<file path="config.mk">
export PLATFORM = sky130hd
export DESIGN_NAME = rgb_to_pixel_format_mapper_top_flat
export DESIGN_NICKNAME = d
export VERILOG_FILES = /design/src/hdl/rpf_pkg.sv /design/src/hdl/rpf_pix_in_if.sv /design/src/hdl/rpf_pix_out_if.sv /design/src/hdl/rpf_cfg_if.sv /design/src/hdl/rpf_cfg_regs.sv /design/src/hdl/rpf_luma.sv /design/src/hdl/rpf_dist.sv /design/src/hdl/rpf_format.sv /design/src/hdl/rgb_to_pixel_format_mapper_top.sv /design/src/flat_wrapper.sv
export SDC_FILE = /design/constraint.sdc
export NUM_CORES = 2
export LEC_CHECK = 0
export ABC_AREA = 1
export BUFFER_PORTS_ARGS = -buffer_cell sky130_fd_sc_hd__buf_4
export CAP_MARGIN = 5
export CORE_MARGIN = 2
export CORE_UTILIZATION = 50
export CTS_BUF_LIST = sky130_fd_sc_hd__clkbuf_8
export CTS_CLUSTER_SIZE = 14
export DETAILED_ROUTE_END_ITERATION = 10
export HOLD_SLACK_MARGIN = 0.02
export PLACE_DENSITY = 0.71
export SYNTH_ARGS = -nofsm -noshare
export SYNTH_HDL_FRONTEND = slang
export SYNTH_SLANG_ARGS = --single-unit
</file>
<file path="constraint.sdc">
create_clock -name clk -period 25.7 [get_ports clk]
set_input_delay 1.285 -clock clk [delete_from_list [all_inputs] [get_ports clk]]
set_output_delay 1.285 -clock clk [all_outputs]
set_load 0.005 [all_outputs]
</file>
<file path="src/hdl/rpf_pkg.sv">
// Shared types, constants and register codes of the pixel format mapper.
`timescale 1ns / 1ps

package rpf_pkg;

	// Palette size and port widths
	localparam int PALETTE_ENTRIES = 4;
	localparam int CFG_IDX_W       = 4;
	localparam int CFG_DATA_W      = 32;
	localparam int CHAN_W          = 8;
	localparam int WORD_W          = 32;
	localparam int COLOR_W         = 24;
	localparam int CODE_W          = 8;
	localparam int FMT_W           = 4;
	localparam int COUNT_W         = 3;
	localparam int SQ_W            = 16;
	localparam int DIST_W          = 18;
	localparam int ACC_W           = 24;

	// Configuration register indexes
	localparam logic [CFG_IDX_W-1:0] REG_FORMAT = 4'd0;
	localparam logic [CFG_IDX_W-1:0] REG_COUNT  = 4'd1;
	localparam logic [CFG_IDX_W-1:0] REG_PAL0   = 4'd2;

	// Rec.709 luma weights in Q0.16, summing to 65536
	localparam logic [15:0] LUMA_KR = 16'd13933;
	localparam logic [15:0] LUMA_KG = 16'd46871;
	localparam logic [15:0] LUMA_KB = 16'd4732;

	// Half of full scale (255 * 32768) and the rounding offset for grey
	localparam logic [ACC_W-1:0] MONO_THRESH = 24'd8355840;
	localparam logic [ACC_W-1:0] GREY_ROUND  = 24'd32768;

	localparam logic [CHAN_W-1:0]  CHAN_MASK6 = 8'hFC;
	localparam logic [COLOR_W-1:0] WHITE_RGB  = 24'hFFFFFF;

	// Reset values of the configuration registers
	localparam logic [COUNT_W-1:0] COUNT_RESET = 3'd0;
	localparam logic [WORD_W-1:0]  PAL_RESET   = 32'd0;

	typedef enum logic [FMT_W-1:0] {
		FMT_MONO     = 4'd0,
		FMT_GREY8    = 4'd1,
		FMT_INDEXED  = 4'd2,
		FMT_PLANAR   = 4'd3,
		FMT_RGB444   = 4'd4,
		FMT_RGB565   = 4'd5,
		FMT_RGB666   = 4'd6,
		FMT_RGB888   = 4'd7,
		FMT_RGBA8888 = 4'd8
	} fmt_t;

	// Load enables of the pipeline registers
	typedef struct packed {
		logic en_s1;
		logic en_s2;
		logic en_s3;
	} pipe_ctl_t;

endpackage

</file>
<file path="src/hdl/rpf_pix_in_if.sv">
// Input pixel channel: valid/ready handshake with one RGBA word.
`timescale 1ns / 1ps

interface rpf_pix_in_if;
	logic                       valid;
	logic                       ready;
	logic [rpf_pkg::CHAN_W-1:0] red;
	logic [rpf_pkg::CHAN_W-1:0] green;
	logic [rpf_pkg::CHAN_W-1:0] blue;
	logic [rpf_pkg::CHAN_W-1:0] alpha;

	modport source (output valid, output red, output green, output blue, output alpha,
		input ready);
	modport sink (input valid, input red, input green, input blue, input alpha,
		output ready);
endinterface

</file>
<file path="src/hdl/rpf_pix_out_if.sv">
// Output pixel channel: valid/ready handshake with one packed pixel word.
`timescale 1ns / 1ps

interface rpf_pix_out_if;
	logic                       valid;
	logic                       ready;
	logic [rpf_pkg::WORD_W-1:0] pixel_word;

	modport source (output valid, output pixel_word, input ready);
	modport sink (input valid, input pixel_word, output ready);
endinterface

</file>
<file path="src/hdl/rpf_cfg_if.sv">
// Configuration write channel: valid/ready handshake with register index and data.
`timescale 1ns / 1ps

interface rpf_cfg_if;
	logic                           valid;
	logic                           ready;
	logic [rpf_pkg::CFG_IDX_W-1:0]  index;
	logic [rpf_pkg::CFG_DATA_W-1:0] data;

	modport source (output valid, output index, output data, input ready);
	modport sink (input valid, input index, input data, output ready);
endinterface

</file>
<file path="src/hdl/rpf_cfg_regs.sv">
// Configuration register file: format, palette count and palette entries.
`timescale 1ns / 1ps

module rpf_cfg_regs #(
	parameter int PALETTE_ENTRIES = rpf_pkg::PALETTE_ENTRIES
) (
	input  logic                                          clk,
	input  logic                                          arst_n,
	input  logic                                          wr_en,
	input  logic [rpf_pkg::CFG_IDX_W-1:0]                 wr_index,
	input  logic [rpf_pkg::CFG_DATA_W-1:0]                wr_data,
	output logic [rpf_pkg::FMT_W-1:0]                     format,
	output logic [rpf_pkg::COUNT_W-1:0]                   count,
	output logic [PALETTE_ENTRIES-1:0][rpf_pkg::WORD_W-1:0] palette
);

	logic [rpf_pkg::FMT_W-1:0]                       format_q;
	logic [rpf_pkg::COUNT_W-1:0]                     count_q;
	logic [PALETTE_ENTRIES-1:0][rpf_pkg::WORD_W-1:0] palette_q;

	// Write format and count; ignore indexes past the last entry
	always_ff @(posedge clk or negedge arst_n) begin
		if (!arst_n) begin
			format_q <= rpf_pkg::FMT_RGB888;
			count_q  <= rpf_pkg::COUNT_RESET;
		end else if (wr_en) begin
			if (wr_index == rpf_pkg::REG_FORMAT) begin
				format_q <= wr_data[rpf_pkg::FMT_W-1:0];
			end
			if (wr_index == rpf_pkg::REG_COUNT) begin
				count_q <= wr_data[rpf_pkg::COUNT_W-1:0];
			end
		end
	end

	// One register per palette entry, decoded at its own index
	for (genvar k = 0; k < PALETTE_ENTRIES; k++) begin : g_pal
		always_ff @(posedge clk or negedge arst_n) begin
			if (!arst_n) begin
				palette_q[k] <= rpf_pkg::PAL_RESET;
			end else if (wr_en &&
				wr_index == rpf_pkg::REG_PAL0 + rpf_pkg::CFG_IDX_W'(k)) begin
				palette_q[k] <= wr_data;
			end
		end
	end

	assign format  = format_q;
	assign count   = count_q;
	assign palette = palette_q;

endmodule

</file>
<file path="src/hdl/rpf_luma.sv">
// Luma datapath: weighted channel products in stage 1, their sum in stage 2.
`timescale 1ns / 1ps

module rpf_luma (
	input  logic                          clk,
	input  rpf_pkg::pipe_ctl_t            ctl,
	input  logic [rpf_pkg::CHAN_W-1:0]    red,
	input  logic [rpf_pkg::CHAN_W-1:0]    green,
	input  logic [rpf_pkg::CHAN_W-1:0]    blue,
	output logic [rpf_pkg::ACC_W-1:0]     acc_s2
);

	logic [rpf_pkg::ACC_W-1:0] prod_r;
	logic [rpf_pkg::ACC_W-1:0] prod_g;
	logic [rpf_pkg::ACC_W-1:0] prod_b;
	logic [rpf_pkg::ACC_W-1:0] prod_r_s1;
	logic [rpf_pkg::ACC_W-1:0] prod_g_s1;
	logic [rpf_pkg::ACC_W-1:0] prod_b_s1;

	// Weight each channel; every product fits in 24 bits
	assign prod_r = rpf_pkg::ACC_W'(rpf_pkg::LUMA_KR) * rpf_pkg::ACC_W'(red);
	assign prod_g = rpf_pkg::ACC_W'(rpf_pkg::LUMA_KG) * rpf_pkg::ACC_W'(green);
	assign prod_b = rpf_pkg::ACC_W'(rpf_pkg::LUMA_KB) * rpf_pkg::ACC_W'(blue);

	always_ff @(posedge clk) begin
		if (ctl.en_s1) begin
			prod_r_s1 <= prod_r;
			prod_g_s1 <= prod_g;
			prod_b_s1 <= prod_b;
		end
	end

	// Sum to 255 * luma in Q8.16; the weights sum to one, so no overflow
	always_ff @(posedge clk) begin
		if (ctl.en_s2) begin
			acc_s2 <= prod_r_s1 + prod_g_s1 + prod_b_s1;
		end
	end

endmodule

</file>
<file path="src/hdl/rpf_dist.sv">
// Distance lanes: squared channel differences in stage 1, lane sums in stage 2.
`timescale 1ns / 1ps

module rpf_dist #(
	parameter int LANES = rpf_pkg::PALETTE_ENTRIES + 1
) (
	input  logic                                        clk,
	input  rpf_pkg::pipe_ctl_t                          ctl,
	input  logic [rpf_pkg::CHAN_W-1:0]                  red,
	input  logic [rpf_pkg::CHAN_W-1:0]                  green,
	input  logic [rpf_pkg::CHAN_W-1:0]                  blue,
	input  logic [LANES-1:0][rpf_pkg::COLOR_W-1:0]      colors,
	output logic [LANES-1:0][rpf_pkg::DIST_W-1:0]       dist_s2
);

	for (genvar k = 0; k < LANES; k++) begin : g_lane
		logic signed [rpf_pkg::CHAN_W:0]     dr;
		logic signed [rpf_pkg::CHAN_W:0]     dg;
		logic signed [rpf_pkg::CHAN_W:0]     db;
		logic signed [2*rpf_pkg::CHAN_W+1:0] sq_r;
		logic signed [2*rpf_pkg::CHAN_W+1:0] sq_g;
		logic signed [2*rpf_pkg::CHAN_W+1:0] sq_b;
		logic [rpf_pkg::SQ_W-1:0]            sq_r_s1;
		logic [rpf_pkg::SQ_W-1:0]            sq_g_s1;
		logic [rpf_pkg::SQ_W-1:0]            sq_b_s1;

		// Take signed channel differences against this lane's color
		assign dr = $signed({1'b0, red})   - $signed({1'b0, colors[k][23:16]});
		assign dg = $signed({1'b0, green}) - $signed({1'b0, colors[k][15:8]});
		assign db = $signed({1'b0, blue})  - $signed({1'b0, colors[k][7:0]});

		// Square; the result is at most 255^2 and fits in 16 bits
		assign sq_r = dr * dr;
		assign sq_g = dg * dg;
		assign sq_b = db * db;

		always_ff @(posedge clk) begin
			if (ctl.en_s1) begin
				sq_r_s1 <= sq_r[rpf_pkg::SQ_W-1:0];
				sq_g_s1 <= sq_g[rpf_pkg::SQ_W-1:0];
				sq_b_s1 <= sq_b[rpf_pkg::SQ_W-1:0];
			end
		end

		// Add the three squares
		always_ff @(posedge clk) begin
			if (ctl.en_s2) begin
				dist_s2[k] <= rpf_pkg::DIST_W'(sq_r_s1) + rpf_pkg::DIST_W'(sq_g_s1) +
					rpf_pkg::DIST_W'(sq_b_s1);
			end
		end
	end

endmodule

</file>
<file path="src/hdl/rpf_format.sv">
// Final stage logic: nearest-color search and packing of the pixel word.
`timescale 1ns / 1ps

module rpf_format #(
	parameter int PALETTE_ENTRIES = rpf_pkg::PALETTE_ENTRIES
) (
	input  logic [rpf_pkg::FMT_W-1:0]                         format,
	input  logic [rpf_pkg::COUNT_W-1:0]                       count,
	input  logic [PALETTE_ENTRIES-1:0][rpf_pkg::CODE_W-1:0]   codes,
	input  logic [PALETTE_ENTRIES:0][rpf_pkg::DIST_W-1:0]     lane_dist,
	input  logic [rpf_pkg::ACC_W-1:0]                         acc,
	input  logic [rpf_pkg::CHAN_W-1:0]                        red,
	input  logic [rpf_pkg::CHAN_W-1:0]                        green,
	input  logic [rpf_pkg::CHAN_W-1:0]                        blue,
	input  logic [rpf_pkg::CHAN_W-1:0]                        alpha,
	output logic [rpf_pkg::WORD_W-1:0]                        pixel_word
);

	logic [rpf_pkg::COUNT_W-1:0] used;
	logic                        planar;
	logic [rpf_pkg::ACC_W-1:0]   grey_sum;
	logic [rpf_pkg::WORD_W-1:0]  near_word;

	// Clamp the entry count to the palette size
	assign used = (count > rpf_pkg::COUNT_W'(PALETTE_ENTRIES)) ?
		rpf_pkg::COUNT_W'(PALETTE_ENTRIES) : count;
	assign planar = (format == rpf_pkg::FMT_PLANAR);

	// Round half up; the sum stays below 2^24
	assign grey_sum = acc + rpf_pkg::GREY_ROUND;

	// Scan entries in order; only a strictly nearer entry replaces the best.
	// Planar starts from white holding the best, indexed from nothing.
	always_comb begin
		logic                        have;
		logic [rpf_pkg::DIST_W-1:0]  best;
		have      = planar;
		best      = lane_dist[PALETTE_ENTRIES];
		near_word = '0;
		for (int k = 0; k < PALETTE_ENTRIES; k++) begin
			if (rpf_pkg::COUNT_W'(k) < used && (!have || lane_dist[k] < best)) begin
				have = 1'b1;
				best = lane_dist[k];
				if (planar) begin
					near_word = rpf_pkg::WORD_W'(1) << k;
				end else begin
					near_word = rpf_pkg::WORD_W'(codes[k]);
				end
			end
		end
	end

	// Pack by format; unused codes give zero
	always_comb begin
		unique case (rpf_pkg::fmt_t'(format))
			rpf_pkg::FMT_MONO: begin
				pixel_word = rpf_pkg::WORD_W'(acc >= rpf_pkg::MONO_THRESH);
			end
			rpf_pkg::FMT_GREY8: begin
				pixel_word = rpf_pkg::WORD_W'(grey_sum[rpf_pkg::ACC_W-1:16]);
			end
			rpf_pkg::FMT_INDEXED, rpf_pkg::FMT_PLANAR: begin
				pixel_word = near_word;
			end
			rpf_pkg::FMT_RGB444: begin
				pixel_word = {20'd0, red[7:4], green[7:4], blue[7:4]};
			end
			rpf_pkg::FMT_RGB565: begin
				pixel_word = {16'd0, red[7:3], green[7:2], blue[7:3]};
			end
			rpf_pkg::FMT_RGB666: begin
				pixel_word = {8'd0, red & rpf_pkg::CHAN_MASK6, green & rpf_pkg::CHAN_MASK6,
					blue & rpf_pkg::CHAN_MASK6};
			end
			rpf_pkg::FMT_RGB888: begin
				pixel_word = {8'd0, red, green, blue};
			end
			rpf_pkg::FMT_RGBA8888: begin
				pixel_word = {red, green, blue, alpha};
			end
			default: begin
				pixel_word = '0;
			end
		endcase
	end

endmodule

</file>
<file path="src/hdl/rgb_to_pixel_format_mapper_top.sv">
// Top level of the RGB to display pixel format mapper: pipeline control and wiring.
// An accepted input word passes the stage 1, stage 2 and output registers in turn.
// Throughput: one word per cycle; stages hold on output stall and fill bubbles.
// Every path is fixed length: products, then sums, then palette search and packing.
// Reset clears all stage valid bits and sets format to rgb888, count 0, palette 0.
// The configuration port is always ready; write it only while the pipeline is empty.
`timescale 1ns / 1ps

module rgb_to_pixel_format_mapper_top #(
	parameter int PALETTE_ENTRIES = rpf_pkg::PALETTE_ENTRIES
) (
	input  logic          clk,
	input  logic          arst_n,
	rpf_pix_in_if.sink    pix_in,
	rpf_pix_out_if.source pix_out,
	rpf_cfg_if.sink       cfg
);

	logic [rpf_pkg::FMT_W-1:0]                       format;
	logic [rpf_pkg::COUNT_W-1:0]                     count;
	logic [PALETTE_ENTRIES-1:0][rpf_pkg::WORD_W-1:0] palette;
	logic [PALETTE_ENTRIES:0][rpf_pkg::COLOR_W-1:0]  colors;
	logic [PALETTE_ENTRIES-1:0][rpf_pkg::CODE_W-1:0] codes;
	logic [PALETTE_ENTRIES:0][rpf_pkg::DIST_W-1:0]   dist_s2;
	logic [rpf_pkg::ACC_W-1:0]                       acc_s2;
	logic [rpf_pkg::WORD_W-1:0]                      word_next;
	rpf_pkg::pipe_ctl_t                              ctl;

	logic                       valid_s1;
	logic                       valid_s2;
	logic                       valid_s3;
	logic                       ready_s1;
	logic                       ready_s2;
	logic                       ready_s3;
	logic [rpf_pkg::CHAN_W-1:0] red_s1;
	logic [rpf_pkg::CHAN_W-1:0] green_s1;
	logic [rpf_pkg::CHAN_W-1:0] blue_s1;
	logic [rpf_pkg::CHAN_W-1:0] alpha_s1;
	logic [rpf_pkg::CHAN_W-1:0] red_s2;
	logic [rpf_pkg::CHAN_W-1:0] green_s2;
	logic [rpf_pkg::CHAN_W-1:0] blue_s2;
	logic [rpf_pkg::CHAN_W-1:0] alpha_s2;
	logic [rpf_pkg::WORD_W-1:0] word_s3;

	// Configuration registers
	assign cfg.ready = 1'b1;

	rpf_cfg_regs #(
		.PALETTE_ENTRIES(PALETTE_ENTRIES)
	) u_cfg_regs (
		.clk      (clk),
		.arst_n   (arst_n),
		.wr_en    (cfg.valid),
		.wr_index (cfg.index),
		.wr_data  (cfg.data),
		.format   (format),
		.count    (count),
		.palette  (palette)
	);

	// Split palette entries into colors and codes; white rides as the last lane
	for (genvar k = 0; k < PALETTE_ENTRIES; k++) begin : g_split
		assign colors[k] = palette[k][rpf_pkg::COLOR_W-1:0];
		assign codes[k]  = palette[k][rpf_pkg::WORD_W-1:rpf_pkg::COLOR_W];
	end
	assign colors[PALETTE_ENTRIES] = rpf_pkg::WHITE_RGB;

	// Advance a stage when it is empty or its successor advances
	assign ready_s3  = !valid_s3 || pix_out.ready;
	assign ready_s2  = !valid_s2 || ready_s3;
	assign ready_s1  = !valid_s1 || ready_s2;
	assign ctl.en_s1 = ready_s1;
	assign ctl.en_s2 = ready_s2;
	assign ctl.en_s3 = ready_s3;
	assign pix_in.ready = ready_s1;

	always_ff @(posedge clk or negedge arst_n) begin
		if (!arst_n) begin
			valid_s1 <= 1'b0;
			valid_s2 <= 1'b0;
			valid_s3 <= 1'b0;
		end else begin
			if (ctl.en_s1) begin
				valid_s1 <= pix_in.valid;
			end
			if (ctl.en_s2) begin
				valid_s2 <= valid_s1;
			end
			if (ctl.en_s3) begin
				valid_s3 <= valid_s2;
			end
		end
	end

	// Carry the channels alongside the arithmetic
	always_ff @(posedge clk) begin
		if (ctl.en_s1) begin
			red_s1   <= pix_in.red;
			green_s1 <= pix_in.green;
			blue_s1  <= pix_in.blue;
			alpha_s1 <= pix_in.alpha;
		end
		if (ctl.en_s2) begin
			red_s2   <= red_s1;
			green_s2 <= green_s1;
			blue_s2  <= blue_s1;
			alpha_s2 <= alpha_s1;
		end
	end

	rpf_luma u_luma (
		.clk    (clk),
		.ctl    (ctl),
		.red    (pix_in.red),
		.green  (pix_in.green),
		.blue   (pix_in.blue),
		.acc_s2 (acc_s2)
	);

	rpf_dist #(
		.LANES(PALETTE_ENTRIES + 1)
	) u_dist (
		.clk     (clk),
		.ctl     (ctl),
		.red     (pix_in.red),
		.green   (pix_in.green),
		.blue    (pix_in.blue),
		.colors  (colors),
		.dist_s2 (dist_s2)
	);

	rpf_format #(
		.PALETTE_ENTRIES(PALETTE_ENTRIES)
	) u_format (
		.format     (format),
		.count      (count),
		.codes      (codes),
		.lane_dist  (dist_s2),
		.acc        (acc_s2),
		.red        (red_s2),
		.green      (green_s2),
		.blue       (blue_s2),
		.alpha      (alpha_s2),
		.pixel_word (word_next)
	);

	// Output register
	always_ff @(posedge clk) begin
		if (ctl.en_s3) begin
			word_s3 <= word_next;
		end
	end

	assign pix_out.valid      = valid_s3;
	assign pix_out.pixel_word = word_s3;

endmodule

</file>
<file path="src/flat_wrapper.sv">
// flat-port wrapper written by rule: the top's interface ports become plain ports
module rgb_to_pixel_format_mapper_top_flat 
#(
	parameter int PALETTE_ENTRIES = rpf_pkg::PALETTE_ENTRIES
)
  (clk, arst_n, pix_in_valid, pix_in_red, pix_in_green, pix_in_blue, pix_in_alpha, pix_in_ready, pix_out_valid, pix_out_pixel_word, pix_out_ready, cfg_valid, cfg_index, cfg_data, cfg_ready);
  rpf_pix_in_if pix_in_i ();
  rpf_pix_out_if pix_out_i ();
  rpf_cfg_if cfg_i ();
  input  logic clk;
  input  logic arst_n;
  input wire logic [$bits(pix_in_i.valid)-1:0] pix_in_valid;
  input wire logic [$bits(pix_in_i.red)-1:0] pix_in_red;
  input wire logic [$bits(pix_in_i.green)-1:0] pix_in_green;
  input wire logic [$bits(pix_in_i.blue)-1:0] pix_in_blue;
  input wire logic [$bits(pix_in_i.alpha)-1:0] pix_in_alpha;
  output wire logic [$bits(pix_in_i.ready)-1:0] pix_in_ready;
  output wire logic [$bits(pix_out_i.valid)-1:0] pix_out_valid;
  output wire logic [$bits(pix_out_i.pixel_word)-1:0] pix_out_pixel_word;
  input wire logic [$bits(pix_out_i.ready)-1:0] pix_out_ready;
  input wire logic [$bits(cfg_i.valid)-1:0] cfg_valid;
  input wire logic [$bits(cfg_i.index)-1:0] cfg_index;
  input wire logic [$bits(cfg_i.data)-1:0] cfg_data;
  output wire logic [$bits(cfg_i.ready)-1:0] cfg_ready;
  assign pix_in_i.valid = pix_in_valid;
  assign pix_in_i.red = pix_in_red;
  assign pix_in_i.green = pix_in_green;
  assign pix_in_i.blue = pix_in_blue;
  assign pix_in_i.alpha = pix_in_alpha;
  assign pix_in_ready = pix_in_i.ready;
  assign pix_out_valid = pix_out_i.valid;
  assign pix_out_pixel_word = pix_out_i.pixel_word;
  assign pix_out_i.ready = pix_out_ready;
  assign cfg_i.valid = cfg_valid;
  assign cfg_i.index = cfg_index;
  assign cfg_i.data = cfg_data;
  assign cfg_ready = cfg_i.ready;
  rgb_to_pixel_format_mapper_top #(.PALETTE_ENTRIES(PALETTE_ENTRIES)) u_core (.clk(clk), .arst_n(arst_n), .pix_in(pix_in_i), .pix_out(pix_out_i), .cfg(cfg_i));
endmodule
</file>
======== After elaboration in Yosys (flattened, before gate mapping) ========
Cells that the tools add are included.
operators by class
  magnitude comparators ................... 10
  add/subtract/negate cells ............... 28
  eq/ne operators ......................... 13
  reduce and logical (&&, ||, !) cells .... 27
  $mul .................................... 18
  mux-type cells .......................... 16
operators with widths
  cell                                                   number
  one-hot mux 32 bit (8 select lines)                    1
  multiplier 9 x 9 -> 16 bit                             15
  two-way mux 32 bit                                     4
  subtractor 8 x 8 -> 9 bit                              12
  adder 17 x 16 -> 18 bit                                5
  adder 16 x 16 -> 17 bit                                5
  < comparator 18 bit                                    4
  two-way mux 18 bit                                     3
  two-way mux 8 bit                                      4
  subtractor 8 x 8 -> 9 bit, second input constant       3
  adder 22 x 24 -> 24 bit                                1
  adder 24 x 16 -> 24 bit, second input constant         1
  adder 24 x 21 -> 24 bit                                1
  == test 4 x 3 -> 1 bit, second input constant          6
  >= comparator 24 x 23 -> 1 bit, second input constant  1
  multiplier 16 x 8 -> 24 bit, first input constant      1
  multiplier 14 x 8 -> 22 bit, first input constant      1
  multiplier 11 x 8 -> 19 bit, first input constant      1
  == test 4 x 2 -> 1 bit, second input constant          4
  == test 4 x 1 -> 1 bit, second input constant          2
  logical AND 1 bit                                      8
  logical NOT 4 bit                                      2
  logical NOT 1 bit                                      7
  logical OR 1 bit                                       7
  8 further kinds                                        13
storage, ports and cells
  input bits .............................. 73
  flip-flop bits (word level) ............. 653
  output and inout bits ................... 35
  logic and storage cells ................. 154

======== Longest topological paths before layout ========
  depth after elaboration ................. 18
  mapped depth ............................ 56
  mapped depth without buffers ............ 51

======== Cells and area by module ========
Synthesis repeated with hierarchy kept, for this count alone.
second synthesis, totals
  cell total of the unflattened synthesis .. 9261
  area, all modules ....................... 79779.0 um^2
by module, submodules not included
  module                          seq. area each (um^2)  cells an instance  area each (um^2)  instances
  rpf_dist                        9459.1                 6523               56409.1           1
  rpf_luma                        2672.6                 1361               11244.5           1
  rpf_cfg_regs                    3382.0                 636                5607.9            1
  rpf_format                      0.0                    630                3500.9            1
  rgb_to_pixel_format_mapper_top  2957.8                 111                3016.6            1

======== Worst setup path before layout ========
OpenSTA, ideal clock, no wires.
  path kind ............................... in2out
  from .................................... in pix_out_ready
  to ...................................... out pix_in_ready
  path buffers ............................ 0
  path slack .............................. 15.506 ns
  required time ........................... 24.415 ns
  cell stages on the path ................. 4
  arrival ................................. 8.909 ns
  path through ............................ inv_1 > nand2_1 > nor2_1 > nand2_1
on the way
  word-level cells in the longest chain between the ends .. 3
ends and longest elaborated chain
  what                 line                                  text
  start, declared      flat_wrapper.sv:20                    input wire logic [$bits(pix_out_i.ready)-1:0] pix_out_ready;
  logical OR 1 bit     rgb_to_pixel_format_mapper_top.sv:69  assign ready_s3 = !valid_s3 || pix_out.ready;
  net u_core.ready_s3  rgb_to_pixel_format_mapper_top.sv:34  logic ready_s3;
  logical OR 1 bit     rgb_to_pixel_format_mapper_top.sv:70  assign ready_s2 = !valid_s2 || ready_s3;
  logical OR 1 bit     rgb_to_pixel_format_mapper_top.sv:71  assign ready_s1 = !valid_s1 || ready_s2;
  end, declared        flat_wrapper.sv:17                    output wire logic [$bits(pix_in_i.ready)-1:0] pix_in_ready;
The timed path passes the listed nets, and every way through them passes these cells.

======== Worst setup path after layout ========
  from .................................... reg u_core.u_dist.dist_s2[9] (netlist name)
  to ...................................... reg u_core.word_s3, in the netlist u_core.pix_out.pixel_word[4] (data pin)
on the way
  word-level cells in the longest chain between the ends .. 17
  elaborated cells between the ends (all ways) .. 26
  those cells by class .................... order compare: 4; mux: 11; reduce/logical: 11
ends and longest elaborated chain
  what                                                             line                                   text
  start, declared                                                  rpf_dist.sv:13                         output logic [LANES-1:0][rpf_pkg::DIST_W-1:0] dist_s2
  start signal, assigned by index                                  rpf_dist.sv:48                         dist_s2[k] <= rpf_pkg::DIST_W'(sq_r_s1) + rpf_pkg::DIST_W'(sq_g_s1) +
  < comparator 18 bit                                              rpf_format.sv:41                       if (rpf_pkg::COUNT_W'(k) < used && (!have || lane_dist[k] < best)) begin
  logical OR 1 bit                                                 rpf_format.sv:41
  logical AND 1 bit                                                rpf_format.sv:41
  two-way mux 18 bit / two-way mux 1 bit (equally long branches)   rpf_format.sv:41
  < comparator 18 bit / logical NOT 1 bit (equally long branches)  rpf_format.sv:41
  logical OR 1 bit                                                 rpf_format.sv:41
  logical AND 1 bit                                                rpf_format.sv:41
  two-way mux 18 bit / two-way mux 1 bit (equally long branches)   rpf_format.sv:41
  (+2 left out)                                                    --
  logical AND 1 bit                                                rpf_format.sv:41
  two-way mux 18 bit / two-way mux 1 bit (equally long branches)   rpf_format.sv:41
  < comparator 18 bit / logical NOT 1 bit (equally long branches)  rpf_format.sv:41
  logical OR 1 bit                                                 rpf_format.sv:41
  logical AND 1 bit                                                rpf_format.sv:41
  two-way mux 32 bit (*)                                           rpf_format.sv:41
  one-hot mux 32 bit (8 select lines) (*)                          rpf_format.sv:55                       unique case (rpf_pkg::fmt_t'(format))
  net u_core.u_format.pixel_word, one bit                          rpf_format.sv:16                       output logic [rpf_pkg::WORD_W-1:0] pixel_word
  end signal, assigned                                             rgb_to_pixel_format_mapper_top.sv:150  word_s3 <= word_next;
  end, declared                                                    rgb_to_pixel_format_mapper_top.sv:43   logic [rpf_pkg::WORD_W-1:0] word_s3;
Mark *: on every way through the listed nets, which the timed path passes. The rest lies on a longest branch.
A chain may end at the register's enable or synchronous reset.

==> flow_metrics.py <==
metrics = {
    "logic_synthesis": {
        "async_flop_share_pct": 22.3,
        "ys.warnings.count": 0,
        "avgSynthCellArea_um2": 9.77,
        "netlist-cell-type-count": 51,
        "yosysSeqAreaShare_pct": 25.2,
        "synth_seq_cells": 619,
        "synth_area_um2": 71000,
        "ys.flop_type": "edfxtp_1",
        "synth_edf_count": 481,
        "syn-instance-count": 7265,
    },
    "detailed_routing": {
        "drc_errors": 0,
        "vias_per_cell": 5.21,
        "routed_wl_um": 174000,
        "wl_per_cell_um": 18.5,
        "vias": 49138,
        "drtIter0Drc": 3303,
        "firstDrtPassIters": 6,
        "drt.antenna.violating_nets": 0,
    },
    "sta": {
        "maxSlewHeadroom_pct": 26.9,
        "finalSetupViolCount": 0,
        "maxSlewViolCount": 0,
        "finalClockSkew_ns": 0.0401,
        "hold_violations": 0,
        "min_period_ns": 8.59,
        "min_period_over_period_pct": 33.4,
        "fin_setup_tns_ns": 0,
        "rsz0062_at_grt": "no",
        "worst_slew_pin_slew_ns": 1.09,
        "fmax_mhz": 116,
    },
    "final_layout": {
        "final_common_cell": "inv_1",
        "most-common-layout-cells": "inv_1, fa_1, ha_1, nand2_1, nor2_1",
        "fillers": 12425,
        "drive_above_1_share_pct": 4.87,
        "area_delta_synth_final_pct": 7.76,
        "final_nets": 9405,
    },
    "cts": {
        "clk_latency_ns": 0.85,
        "clockBufferDepth": 3,
        "hold_buffers": 0,
        "path_clk_slew_ns": 0.06,
        "cts_tree": "done",
        "htreeDepth": 3,
        "cts_sinks": 619,
        "root_buffer": "clkbuf_8",
        "numCtsBuffers": 110,
        "cts_setup_buffers": 0,
        "cts-resized-gates": 0,
    },
    "setup_path": {
        "crit_top_cell": "nand2_1",
        "startpoint_type": "register",
        "slowest_stage": "edfxtp_1",
        "path_max_fanout": 51,
        "arrival_ns": 9.10,
        "cp.required_ns": 26.21,
        "r2r_cells": 43,
        "r2r_slack_ns": 17.11,
        "path_class": "register to register",
        "cp-endpoint": "u_core.pix_out.pixel_word[4]",
        "timing.rr.start": "u_core.u_dist.dist_s2[9]",
        "critical-path-max-stage-delay_ns": 0.48,
        "crit_path_start": "u_core.u_dist.dist_s2[9]",
        "worstSetupEndpointType": "register",
        "r2r_end": "u_core.pix_out.pixel_word[4]",
    },
    "global_route": {
        "track_usage_pct": 24.6,
        "grtUsageMet1_pct": 33.7,
        "grt_max_degree": 81,
        "grtUsageMet3_pct": 3.64,
        "antenna_found_initial": 10,
        "grt_busiest_layer": "met2",
        "grt_pass1_wl_um": 277000,
        "use_met2_pct": 39.6,
        "grt.overflow.total": 0,
        "grt_pass1_vias": 50847,
    },
    "place": {
        "place.gp.congestion": 0.942,
        "hpwlAfterDp_um": 142000,
        "port-buffer-count": 106,
    },
    "floorplan": {
        "dieArea_um2": 145000,
        "core-area_um2": 141000,
        "boundaryPins": 108,
        "fp-row-count": 138,
        "fp.dieH_um": 381,
        "die_x_um": 381,
        "initial_core_util_pct": 50.2,
    },
    "job": {
        "cap_violations": 0,
    },
    "hold_path": {
        "hp-class": "register to register",
    },
    "status": {
        "outcome": "completed",
    },
}
-- cell type report --
type                            instances  area, um^2  area share (%)
Antenna cell                           12        30.0          0.0393
Clock inverter                         81         646           0.844
Clock buffer                          127        1750            2.29
Timing Repair Buffer                  124         935            1.22
Multi-Input combinational cell       4895       46500            60.8
Sequential cell                       619       17900            23.4
Inverter                             1686        6340            8.29
Tap cell                             1890        2360            3.09
-- synth_stat cells, types with 3 or more instances --
cell         n  area (um^2)
nor4_1       3         18.8
nor3_1      11         55.1
a221oi_1     6         52.6
nand3_1    156          781
or2_2       45          282
a21boi_0     5         37.5
a21o_1      17          128
clkinv_1    15         56.3
nand3b_1     7         52.6
o21a_1       8         60.1
o211ai_1     9         67.6
inv_2        5         18.8
fa_1       981        19600
nand2_4      5         56.3
a21oi_1    374         1870
nand2_1    790         2970
edfxtp_1   481        14400
o21bai_1    26          195
o31ai_1      3         22.5
inv_1     1665         6250
xnor2_1    140         1230
o221ai_1     8         70.1
o21ai_0    290         1450
a211oi_1    13         97.6
xor2_1     322         2820
dfrtp_1    135         3380
and2_1      17          106
clkbuf_1    73          274
a31oi_1     12         75.1
nor2_1     675         2530
ha_1       915        11400
nand2_2      5         31.3
o22ai_1      8         50.1
dfstp_2      3         78.8
buf_2        3         15.0
nand4_1     14         87.6
-- worst min-delay path by stage --
stage | cells after the start | startpoint | to | slack (ns)
6_report | 0 | u_core.blue_s1[5] | u_core.blue_s2[5] | 0.42
5_1_grt | 0 | u_core.blue_s1[5] | u_core.blue_s2[5] | 0.42
2_1_floorplan | 0 | u_core.alpha_s1[0] | u_core.alpha_s2[0] | 0.40
3_3_place_gp | 0 | u_core.red_s1[7] | u_core.red_s2[7] | 0.40
4_1_cts | 0 | u_core.blue_s1[3] | u_core.blue_s2[3] | 0.42
3_5_place_dp | 0 | u_core.blue_s1[4] | u_core.blue_s2[4] | 0.40
-- sequential cells by signal (all words and copies together) (netlist names), 4 cells and up --
register and count:
u_core.u_luma.prod_r_s1 20, u_core.u_dist.dist_s2 90, u_core.u_luma.prod_g_s1 24, u_core.u_luma.prod_b_s1 18, u_core.alpha_s2 8, u_core.red_s1 8, u_core.u_cfg_regs.palette 128, u_core.pix_out.pixel_word 32
u_core.u_dist.g_lane.sq_b_s1 75, u_core.alpha_s1 8, u_core.u_luma.acc_s2 9, u_core.blue_s1 8, u_core.u_dist.g_lane.sq_g_s1 75, u_core.u_dist.g_lane.sq_r_s1 75, u_core.red_s2 8, u_core.green_s1 7
u_core.u_cfg_regs.format 4, u_core.blue_s2 8, u_core.green_s2 8
-- routing by layer --
layer	vias up	part of all wire (%)
met5	-	0.0040
li1	23045	-
met2	1420	46
met3	317	6.7
met1	24354	43
met4	2	4.1
-- kinds of logic (layout without fill, tap and decap cells) --
logic type	after synthesis	in the layout	share of synthesized area, %
adders and majority gates	1896	1896	43.8
buffers and inverters	1765	2018	9.36
and+or+nand+nor	1732	1732	9.88
AOI/OAI and AO/OA	789	789	6.01
DFF	619	619	25.2
xor gates and xnor gates	462	462	5.70
other	2	28	0.0106
-- metrics by stage --
step	cells	cell area [um^2]	worst slack [ns]	hold WS, ns	util [%]
after floorplan	7279	71000	15.51	0.400	-
final	9434	76500	17.11	0.418	54.1
after CTS	9422	76400	17.26	0.418	54.1
after global routing	9429	76500	16.29	0.420	54.1
after detailed placement	9214	74000	16.42	0.405	52.4
after global placement	9214	74000	16.59	0.401	52.4
-- critical path: cells and delay by family (launching register included) --
kind	cells	cell delay, ns
adders and majority gates	4	1.45
AOI/OAI and AO/OA	7	1.56
buffers and inverters	2	0.14
DFF	1	0.48
and+or+nand+nor	30	4.57
Power is left out: the tool's default activity adds up to more than one toggle a clock period on the data nets, which glitch-free logic cannot reach.
